**src/sv/hcbp_pkg.sv**
```systemverilog
// Shared types, codes and constants for the code bit packer.
package hcbp_pkg;

    localparam int MAX_CODE_LEN = 32;
    localparam int ALPHABET     = 256;
    localparam int WORD_BITS    = 32;
    localparam int LEN_W        = 6;
    localparam int ACC_W        = 40;

    // Longest length a table entry may hold.
    localparam int LEN_CAP = (MAX_CODE_LEN < WORD_BITS) ? MAX_CODE_LEN : WORD_BITS;

    localparam logic [1:0] MODE_LOAD   = 2'd0;
    localparam logic [1:0] MODE_ENCODE = 2'd1;
    localparam logic [1:0] MODE_FLUSH  = 2'd2;

    typedef enum logic [1:0] {
        ST_IDLE,
        ST_MERGE,
        ST_EMIT
    } state_t;

    typedef struct packed {
        logic capture;
        logic tbl_write;
        logic merge;
        logic emit;
    } cmd_t;

    typedef struct packed {
        logic has_bytes;
        logic last_byte;
        logic out_free;
    } status_t;

endpackage

```
**src/sv/hcbp_ctrl.sv**
```systemverilog
// Controller state machine: accept, merge, then emit bytes one per cycle unless the output stalls.
module hcbp_ctrl (
    input  logic              clk,
    input  logic              rst_n,
    input  logic              s_tvalid,
    input  logic [1:0]        mode,
    input  hcbp_pkg::status_t status,
    output logic              s_tready,
    output hcbp_pkg::cmd_t    cmd
);

    hcbp_pkg::state_t state_reg, state_next;

    always_ff @(posedge clk or negedge rst_n)
    begin
        if (!rst_n)
        begin
            state_reg <= hcbp_pkg::ST_IDLE;
        end
        else
        begin
            state_reg <= state_next;
        end
    end

    always_comb
    begin
        state_next = state_reg;
        s_tready   = 1'b0;
        cmd        = '0;

        unique case (state_reg)
            hcbp_pkg::ST_IDLE:
            begin
                s_tready = 1'b1;
                if (s_tvalid)
                begin
                    unique case (mode)
                        hcbp_pkg::MODE_LOAD:
                        begin
                            cmd.tbl_write = 1'b1;
                        end
                        hcbp_pkg::MODE_ENCODE, hcbp_pkg::MODE_FLUSH:
                        begin
                            cmd.capture = 1'b1;
                            state_next  = hcbp_pkg::ST_MERGE;
                        end
                        default:
                        begin
                            // drop unused mode
                        end
                    endcase
                end
            end
            hcbp_pkg::ST_MERGE:
            begin
                cmd.merge  = 1'b1;
                state_next = hcbp_pkg::ST_EMIT;
            end
            hcbp_pkg::ST_EMIT:
            begin
                if (!status.has_bytes)
                begin
                    state_next = hcbp_pkg::ST_IDLE;
                end
                else if (status.out_free)
                begin
                    cmd.emit = 1'b1;
                    if (status.last_byte)
                    begin
                        state_next = hcbp_pkg::ST_IDLE;
                    end
                end
            end
            default:
            begin
                state_next = hcbp_pkg::ST_IDLE;
            end
        endcase
    end

endmodule

```
**config.mk**
```make
export PLATFORM = sky130hd
export DESIGN_NAME = hcbp_ctrl
export DESIGN_NICKNAME = d
export VERILOG_FILES = /design/src/sv/hcbp_pkg.sv /design/src/sv/hcbp_ctrl.sv
export SDC_FILE = /design/constraint.sdc
export NUM_CORES = 1
export LEC_CHECK = 0
export BUFFER_PORTS_ARGS = -buffer_cell sky130_fd_sc_hd__buf_2
export CORE_AREA = 2 2 39 41
export DETAILED_ROUTE_END_ITERATION = 12
export DIE_AREA = 0 0 41 43
export PLACE_DENSITY = 0.36
export RECOVER_POWER = 50
export SYNTH_ARGS = -nofsm -noshare
export SYNTH_HDL_FRONTEND = slang
export SYNTH_SLANG_ARGS = --single-unit
```
**constraint.sdc**
```tcl
create_clock -name clk -period 1.7 [get_ports clk]
set_clock_uncertainty 0.05 [all_clocks]
set_input_delay 0.17 -clock clk [delete_from_list [all_inputs] [get_ports clk]]
set_output_delay 0.17 -clock clk [all_outputs]
set_load 0.02 [all_outputs]
```
==> run metrics <==
cells along the critical path=nor2_1, and3_1, buf_2; dpl hpwl=290 um; setup slack after layout=0.332 ns; ports placed on the boundary=13; effective utilization at floorplan=9.31%; initial antenna violation count=0; count of standard-cell rows=14; final-layout worst hold slack=0.152 ns; Overflow after GRT=0; Yosys warnings=0; flip-flop count of the largest register after layout=2; power per cell area=973 mW/mm^2; leakage=0.146 nW; unrepaired setup endpoints after global routing=no; sequential power share=26.2%; CTS tree=done; peak supply drop=0.000256 V; Vert. Die Dim=43 um; end-of-flow core utilization=17.0%; total wirelength of the detailed-routed design=367 um; worst min-delay path category=primary input to flop; standard cell with the maximum stage delay on the critical path=dfrtp_1; CP Max Fanout=4; leading area contributor after synthesis=dfrtp_1; net switching component of the power=0.0695 mW; minimum clock period=1.37 ns; total placed instance area=209 um^2; max-slew violation count=0; pre-CTS setup slack=0.579 ns; overall die width=41 um; DIE AREA=0.00176 mm^2; Antenna Violating Nets Remaining=0; depth of the most critical reg-to-reg path=2; Hold Violations, Final=0; Clock Pin Slew Worst Setup and Hold Paths=0.03 ns; upper clock frequency limit=0.731 GHz; detailed router's first-iteration violation count=6; Clk network pwr share=46.4%; final design area excluding fillers=235 um^2; number of port buffers=12; maximum number of pins on one net before global-route repair=5; number of H-tree levels=1; DP Cell Count=42; endpoint type of the worst setup path=output pin; sequential element share of the synthesized area=38.8%; Yosys top cell area share=38.8%; total via count in the routed design=149; number of instances on the worst hold path=2; area of the placeable core=0.00138 mm^2; total of endpoints with negative setup slack in the final report=0; delay of the slowest cell on the worst path=0.39 ns; Sink Count=2; register-to-register setup slack=0.83 ns; dominant cells by area after synthesis=dfrtp_1 39%, and3_1 19%, ha_1 9.7%; setup total negative slack=0 ns; final routed DRC violation total=0; power after layout=0.229 mW; commonest non-fill, non-tap cell in the layout=buf_2; mapped cell area=129 um^2; synth-to-layout area growth=82.5%; highest-count cells in the layout ignoring fill and taps=11 x buf_2, 4 x and3_1, 3 x clkbuf_4; length of the first detailed-routing pass in iterations=3; Tot GR Track Use=5.72%; first-pass GRT wire length=552 um; Maximum Capacitance Violations=0; Bufs on Longest Clock Path=2; slew margin rel.=87.1%; root buffer cell=clkbuf_4; number of distinct standard cells referenced by the synthesized netlist=9; Post-Synthesis Net Count=23; number of buffers created by CTS=3; post-detailed-route wirelength per cell=7.98 um; number of flip-flops and latches in the synthesized netlist=2; clk_lat worst skew=0.23 ns; startpoint class of the critical path=flop; critical path data required time=1.48 ns; via count of the first global-routing pass=137; sw frac=30.4%; final cell count without fillers=46; gpl congestion=0.564; number of diodes added for antenna fixing=0; measured slew at the worst slew-check pin=0.193 ns; post-synthesis average cell area=9.21 um^2; class of the most critical setup path=flop to output pin; internal cell power=0.159 mW; share of cells above drive strength 1=46.7%; DR vias/cell=3.24; gate count after technology mapping=14; result of the run=complete, no violations; fill count=161; Net count, final=41; crit share post-route=80.5%; critical path data arrival time=1.15 ns; fraction of power consumed by combinational cells=27.5%
[final cells by class]
class	instances	area, um^2	area share (%)
Tap cell	16	20.0	8.51
Timing Repair Buffer	13	68.8	29.3
Inverter	2	7.51	3.19
Sequential cell	2	50.0	21.3
Clock buffer	3	22.5	9.57
Multi-Input combinational cell	10	66.3	28.2
[power groups by stage]
stage / clock network (mW) / registers, mW / logic, mW
2_1_floorplan: 0 / 0.0609 / 0.0395
3_3_place_gp: 0 / 0.0624 / 0.0645
3_5_place_dp: 0 / 0.0623 / 0.0639
4_1_cts: 0.113 / 0.0618 / 0.0662
5_1_grt: 0.124 / 0.0611 / 0.0692
6_report: 0.106 / 0.0598 / 0.0629
[layer usage]
metal  share of wire (%)  wire (um)  track usage (%)  up-vias
met2                  28        103             3.75       15
met4                   0          0             8.00        0
li1                    -          -                -       80
met3                  25         93             6.81        0
met5                   0          0                0        -
met1                  46        170             6.43       54
[worst paths after layout]
| kind | startpoint | endpoint |
|---|---|---|
| max reg2reg | state_reg[1] | state_reg[0] |
| max | state_reg[1] | cmd[2] |
| max in group asynchronous | rst_n | state_reg[1] |
| min in group asynchronous | rst_n | state_reg[0] |
| min | s_tvalid | state_reg[0] |
| min reg2reg | state_reg[1] | state_reg[1] |
[worst max-delay path, delay by kind of cell (launching register included)]
kind / cells / cell delay, ns
buffers and inverters: 1 / 0.16
and+or+nand+nor: 2 / 0.38
DFF: 1 / 0.39
[cells by family after synthesis]
group	share of synthesized area, %
adders and majority gates	9.71
AOI/OAI and AO/OA	6.80
and+or+nand+nor	38.8
DFF	38.8
buffers and inverters	5.83
[synthesized netlist by cell type]
master / count
nor2_2: 1
a31o_1: 1
nand2_1: 1
dfrtp_1: 2
nor2b_1: 1
and3_1: 4
inv_1: 2
ha_1: 1
nor2b_2: 1
[timing repair]
action / 4_1_cts / 5_1_grt
hold endpoints to repair: 2 / 0
resized for setup: 0 / 0
hold buffers: 1 / 0
buffers inserted: 0 / 0
(Power assumes the default switching activity.)
