## src/sv/hcbp_pkg.sv

```systemverilog
// Shared types, codes and constants for the code bit packer.
package hcbp_pkg;

    localparam int MAX_CODE_LEN = 32;
    localparam int ALPHABET     = 256;
    localparam int WORD_BITS    = 32;
    localparam int LEN_W        = 6;
    localparam int ACC_W        = 40;

    // Longest length a table entry may hold.
    localparam int LEN_CAP = (MAX_CODE_LEN < WORD_BITS) ? MAX_CODE_LEN : WORD_BITS;

    localparam logic [1:0] MODE_LOAD   = 2'd0;
    localparam logic [1:0] MODE_ENCODE = 2'd1;
    localparam logic [1:0] MODE_FLUSH  = 2'd2;

    typedef enum logic [1:0] {
        ST_IDLE,
        ST_MERGE,
        ST_EMIT
    } state_t;

    typedef struct packed {
        logic capture;
        logic tbl_write;
        logic merge;
        logic emit;
    } cmd_t;

    typedef struct packed {
        logic has_bytes;
        logic last_byte;
        logic out_free;
    } status_t;

endpackage

```

## src/sv/hcbp_datapath.sv

```systemverilog
// Bit accumulator, pending byte state and output register.
module hcbp_datapath (
    input  logic                          clk,
    input  logic                          rst_n,
    input  hcbp_pkg::cmd_t                cmd,
    input  logic [1:0]                    mode,
    input  logic [hcbp_pkg::WORD_BITS-1:0] rd_word,
    input  logic [hcbp_pkg::LEN_W-1:0]     rd_len,
    input  logic                          m_tready,
    output hcbp_pkg::status_t             status,
    output logic [7:0]                    out_byte,
    output logic                          out_last,
    output logic                          out_valid
);

    localparam int ACC_W = hcbp_pkg::ACC_W;
    localparam int LEN_W = hcbp_pkg::LEN_W;
    localparam int WB    = hcbp_pkg::WORD_BITS;

    logic             flush_reg, flush_next;
    logic [ACC_W-1:0] acc_reg, acc_next;
    logic [2:0]       nb_reg, nb_next;
    logic [7:0]       pend_bits_reg, pend_bits_next;
    logic [2:0]       pend_cnt_reg, pend_cnt_next;
    logic [7:0]       out_byte_reg, out_byte_next;
    logic             out_last_reg, out_last_next;
    logic             out_valid_reg, out_valid_next;

    logic [WB:0]      mask;
    logic [WB-1:0]    masked;
    logic [LEN_W-1:0] total;
    logic [LEN_W-1:0] sh;
    logic [ACC_W-1:0] merged;
    logic [2:0]       merged_nb;

    always_comb
    begin
        mask   = (33'd1 << rd_len) - 33'd1;
        masked = rd_word & mask[WB-1:0];
        if (flush_reg)
        begin
            total = (pend_cnt_reg != 3'd0) ? LEN_W'(8) : '0;
        end
        else
        begin
            total = LEN_W'(pend_cnt_reg) + rd_len;
        end
        // Place the code right behind the pending bits, MSB first.
        sh     = LEN_W'(ACC_W) - total;
        merged = {pend_bits_reg, {(ACC_W-8){1'b0}}};
        if (!flush_reg)
        begin
            merged = merged | (ACC_W'({8'b0, masked}) << sh);
        end
        merged_nb = total[5:3];
    end

    always_comb
    begin
        flush_next     = flush_reg;
        acc_next       = acc_reg;
        nb_next        = nb_reg;
        pend_bits_next = pend_bits_reg;
        pend_cnt_next  = pend_cnt_reg;
        out_byte_next  = out_byte_reg;
        out_last_next  = out_last_reg;
        out_valid_next = out_valid_reg;

        if (cmd.capture)
        begin
            flush_next = (mode == hcbp_pkg::MODE_FLUSH);
        end

        if (cmd.merge)
        begin
            acc_next      = merged;
            nb_next       = merged_nb;
            pend_cnt_next = total[2:0];
            unique case (merged_nb)
                3'd0:    pend_bits_next = merged[39:32];
                3'd1:    pend_bits_next = merged[31:24];
                3'd2:    pend_bits_next = merged[23:16];
                3'd3:    pend_bits_next = merged[15:8];
                default: pend_bits_next = merged[7:0];
            endcase
        end

        if (out_valid_reg && m_tready)
        begin
            out_valid_next = 1'b0;
        end

        if (cmd.emit)
        begin
            out_byte_next  = acc_reg[ACC_W-1 -: 8];
            out_last_next  = (nb_reg == 3'd1);
            out_valid_next = 1'b1;
            acc_next       = acc_reg << 8;
            nb_next        = nb_reg - 3'd1;
        end
    end

    always_ff @(posedge clk or negedge rst_n)
    begin
        if (!rst_n)
        begin
            flush_reg     <= 1'b0;
            nb_reg        <= '0;
            pend_bits_reg <= '0;
            pend_cnt_reg  <= '0;
            out_valid_reg <= 1'b0;
        end
        else
        begin
            flush_reg     <= flush_next;
            nb_reg        <= nb_next;
            pend_bits_reg <= pend_bits_next;
            pend_cnt_reg  <= pend_cnt_next;
            out_valid_reg <= out_valid_next;
        end
    end

    always_ff @(posedge clk)
    begin
        acc_reg      <= acc_next;
        out_byte_reg <= out_byte_next;
        out_last_reg <= out_last_next;
    end

    assign status.has_bytes = (nb_reg != 3'd0);
    assign status.last_byte = (nb_reg == 3'd1);
    assign status.out_free  = !out_valid_reg || m_tready;

    assign out_byte  = out_byte_reg;
    assign out_last  = out_last_reg;
    assign out_valid = out_valid_reg;

endmodule

```

## config.mk

```make
export PLATFORM = sky130hd
export DESIGN_NAME = hcbp_datapath
export DESIGN_NICKNAME = d
export VERILOG_FILES = /design/src/sv/hcbp_pkg.sv /design/src/sv/hcbp_datapath.sv
export SDC_FILE = /design/constraint.sdc
export NUM_CORES = 1
export LEC_CHECK = 0
export ABC_AREA = 0
export BUFFER_PORTS_ARGS = -buffer_cell sky130_fd_sc_hd__buf_2
export CORE_ASPECT_RATIO = 0.5
export CORE_MARGIN = 2
export CORE_UTILIZATION = 50
export DETAILED_ROUTE_END_ITERATION = 7
export MAX_ROUTING_LAYER = met4
export PLACE_DENSITY = 0.65
export SKIP_LAST_GASP = 1
export SLEW_MARGIN = 20
export SYNTH_ARGS = -nofsm -noshare
export SYNTH_HDL_FRONTEND = slang
export SYNTH_SLANG_ARGS = --single-unit
```

## constraint.sdc

```tcl
create_clock -name clk -period 11.5 [get_ports clk]
set_input_delay 2.3 -clock clk [delete_from_list [all_inputs] [get_ports clk]]
set_output_delay 2.3 -clock clk [all_outputs]
set_load 0.02 [all_outputs]
```

==> impl_metrics.csv <==
group,metric,value,unit
timing,fin_ws,4990,ps
die,floorplan.die_area,14300,um2
setup_path,worst_path_max_delay_cell,"xnor2_1",
pwr,power_density,348,nW/um2
timing,min_period,6510,ps
timing,hold_ws,416,ps
setup_path,critical-path-top-delay-family,"XOR/XNOR gates",
global_routing,grt_first_pass_wirelength,35500,um
run,timing.max_cap.violations,0,
setup_path,r2r.worst_path.cells,10,
clocking,holdBufCountCts,0,
timing,finalSetupTns,0,ps
cells_and_area,layout.cell_area.non_filler,7200,um2
synthesis,async_flop_share,0.246,
setup_path,rrSetupSlack,6820,ps
global_routing,grt_antenna_before_repair,1,
synthesis,ys_ff_latch,65,
setup_path,reg2reg_to,"acc_reg[39]",
pwr,static-leakage-power,2.70,nW
clocking,postCtsSetupBuffers,0,
timing,timing.final.hold_violations,0,
worst_hold_path,hold_path.class,"register to register",
clocking,root_buffer,"clkbuf_16",
setup_path,critical_path.cell_chain,"buf_2 -> ha_1 -> fa_1 -> xnor2_1 -> a21o_1 -> o32ai_4 -> xnor2_1 -> o21ai_0 -> nor2_1 -> nand3_1 -> a32o_1",
clocking,cts_buffers,9,
placement,postPlaceCellArea,6900,um2
timing,finalCritPeriodShare,0.566,
synthesis,postSynthAreaPerCell,8.14,um2
drt,drtIter0Drc,887,
clocking,worst_setup_hold_path_clk_slew,50,ps
pwr,maximum_vdd_drop,0.190,mV
global_routing,grt.overflow.total,0,
setup_path,critical_path.max_fanout,15,
clocking,tritoncts,"built",
die,start_util,0.519,
cells_and_area,fraction_of_final_layout_cells_sized_beyond_drive_strength_1,0.165,
global_routing,grt_pass1_vias,6170,
clocking,cts_max_level,3,
die,core_region_area,12800,um2
timing,fmax,0.154,GHz
timing,grt_setup_unrepaired,"false",
cells_and_area,largest_register_ff_count,40,
clocking,number_of_sinks_driven_by_the_clock_tree,65,
synthesis,main_combinational_cell_family_by_area_after_synthesis,"compound AO/OA/AOI/OAI gates",
setup_path,timing.setup.critical_path_class,"input pin to register",
drt,routed_wl,22400,um
global_routing,global_route.usage.total,0.327,
outcome,status,"complete, no violations",
clocking,insertion_delay,340,ps
pwr,finalPower,2.51,mW
setup_path,critPathArrivalTime,6590,ps
synthesis,synthCells,817,
cells_and_area,layout-area-overhead-vs-synth,8.34,%
synthesis,syn_area,6650,um2
cells_and_area,layout.cells.non_filler,1005,
placement,numPlacedInstances,988,
synthesis,synth_xor_xnor_area_share,0.0222,
worst_hold_path,whs_endpoint,"out_byte[0]",
synthesis,yosys_warnings,0,
synthesis,compound_gate_portion_of_the_synthesized_area,0.326,
timing,final_setup_violations,0,
setup_path,cp-start-kind,"input pin",
clocking,cts_resized,0,
synthesis,yosysUniqueCellTypes,99,
setup_path,cp_slowest_stage_delay,900,ps
setup_path,cp_data_required_time,11580,ps
placement,detailedPlace.worstSlack,4780,ps
cells_and_area,num-nets-final,885,
die,die_h,85.5,um
placement,hpwlAfterDp,16200,um
cells_and_area,final_util,0.562,
setup_path,worst_path_most_repeated_cell,"xnor2_1",
worst_hold_path,hp-start,"acc_reg[32]",
timing,timing.slew.headroom,0.274,
die,num_io_pins,60,
synthesis,synth_ff_type,"edfxtp_1",
drt,wl_per_cell,22.2,um
worst_hold_path,cell_count_of_the_worst_hold_path,0,
synthesis,number_of_synthesized_flops_with_an_enable_pin,41,
synthesis,post_synth_mux_area_share,0.0651,
clocking,cts.path.max_buffers,2,
drt,routed_via_density,6.90,
die,die_width,167,um
setup_path,r2r-start,"pend_cnt_reg[0]",
drt,first_pass_iters,6,
timing,timing_max_transition_violations_final,0,
synthesis,synthSimpleGateAreaFrac,0.241,
drt,route.antenna.remaining_nets,0,
die,core.rowCount,29,
placement,portBuffers,58,
drt,dr_total_vias,6931,
setup_path,critPathCaptureType,"register",
synthesis,synth_fa_ha_area_frac,0.0181,
global_routing,grt_start_max_net_pins,63,
synthesis,synth_nets,873,
setup_path,buffering_stage_count_on_the_worst_path_with_inverters_included,1,
synthesis,synth_seq_area_share,0.270,
timing,worst_clock_skew,8.94,ps
timing,max_slew.worst_pin.slew,1080,ps
placement,gpl_wtd_cong,0.971,
drt,drt_drc_violations_left,0,
==> cells in the final DEF, fill, tap and decap left out, drive strengths merged, types with 8 or more instances in the layout <==
| cell | Yosys | final |
|---|---|---|
| a31oi | 12 | 12 |
| nand3 | 29 | 29 |
| edfxtp | 41 | 41 |
| or2 | 8 | 8 |
| mux2 | 10 | 10 |
| or3 | 8 | 8 |
| buf | 40 | 69 |
| nand4 | 11 | 11 |
| nand2 | 78 | 78 |
| nor4 | 10 | 10 |
| o22ai | 17 | 17 |
| dfxtp | 8 | 8 |
| o21ai | 70 | 70 |
| inv | 11 | 11 |
| clkbuf | 28 | 11 |
| a21oi | 43 | 43 |
| a21o | 11 | 11 |
| ha | 8 | 8 |
| xnor2 | 12 | 12 |
| a22o | 10 | 10 |
| o211ai | 23 | 23 |
| nor3 | 29 | 29 |
| mux2i | 23 | 23 |
| nand2b | 12 | 12 |
| o31ai | 10 | 10 |
| dfrtp | 16 | 16 |
| nor2 | 82 | 82 |
| a211oi | 11 | 11 |
| o21a | 10 | 10 |
==> Yosys cell counts (8+ instances only) <==
cell,instances,area [um2]
o21ai_0,53,265
nand4_1,11,68.8
o21ai_1,15,75.1
buf_2,26,130
a31oi_1,12,75.1
o22ai_1,17,106
a21oi_1,43,215
nand2_1,77,289
nand3_1,29,145
dfxtp_1,8,160
a21o_1,11,82.6
o211ai_1,23,173
o21a_1,10,75.1
clkbuf_1,28,105
a211oi_1,10,75.1
or3_1,8,50.1
mux2_2,10,113
edfxtp_1,41,1230
nor3_1,24,120
dfrtp_1,16,400
ha_1,8,100
nand2b_1,12,75.1
a22o_1,10,87.6
nor2_1,79,297
xnor2_1,11,96.3
inv_1,11,41.3
mux2i_1,23,230
==> power by group <==
part / switching (mW) / internal, mW
clock network: 0.103 / 0.173
logic: 1.25 / 0.609
registers: 0.0382 / 0.339
total: 1.39 / 1.12
==> worst register-to-register path, stage by stage, from the launching register on <==
cell and delay (ps):
dfrtp_1 410, ha_1 250, fa_1 470, xnor2_1 570, a21o_1 380, o32ai_4 150
xnor2_1 900, o21ai_0 570, nor2_1 210, nand3_1 180, a32o_1 330
==> how the worst max path moves through the flow <==
stage               startpoint           to  slack, ps  cells past startpoint
floorplan            rd_len[0]  acc_reg[28]       5700                     16
global placement     rd_len[0]  acc_reg[39]       4820                     11
global route         rd_len[0]  acc_reg[34]       4720                     15
finish               rd_len[0]  acc_reg[39]       4990                     11
detailed placement   rd_len[0]  acc_reg[39]       4780                     11
CTS                  rd_len[0]  acc_reg[39]       5110                     11
==> cell families after synthesis <==
| family | after synthesis |
|---|---|
| fa+ha+maj | 9 |
| flops | 65 |
| mux | 37 |
| compound gates | 303 |
| buf+inv | 80 |
| simple gates | 307 |
| xor+xnor | 16 |
==> routing by layer <==
layer	global-route usage	part of all wire
met5	-	0
met4	0.0580	0.011
met3	0.0738	0.12
met2	0.442	0.40
met1	0.496	0.47
==> cell type report <==
| cell class | instances | area [um2] |
|---|---|---|
| clock buffer | 11 | 243 |
| sequential | 65 | 1790 |
| tap | 170 | 213 |
| multi-input combinational | 672 | 4480 |
| antenna | 1 | 2.50 |
| inverter | 12 | 45.0 |
| fill | 1201 | 5610 |
| clock inverter | 5 | 55.1 |
| timing repair buffer | 69 | 373 |
No activity file was read; power rests on OpenSTA's default activity.
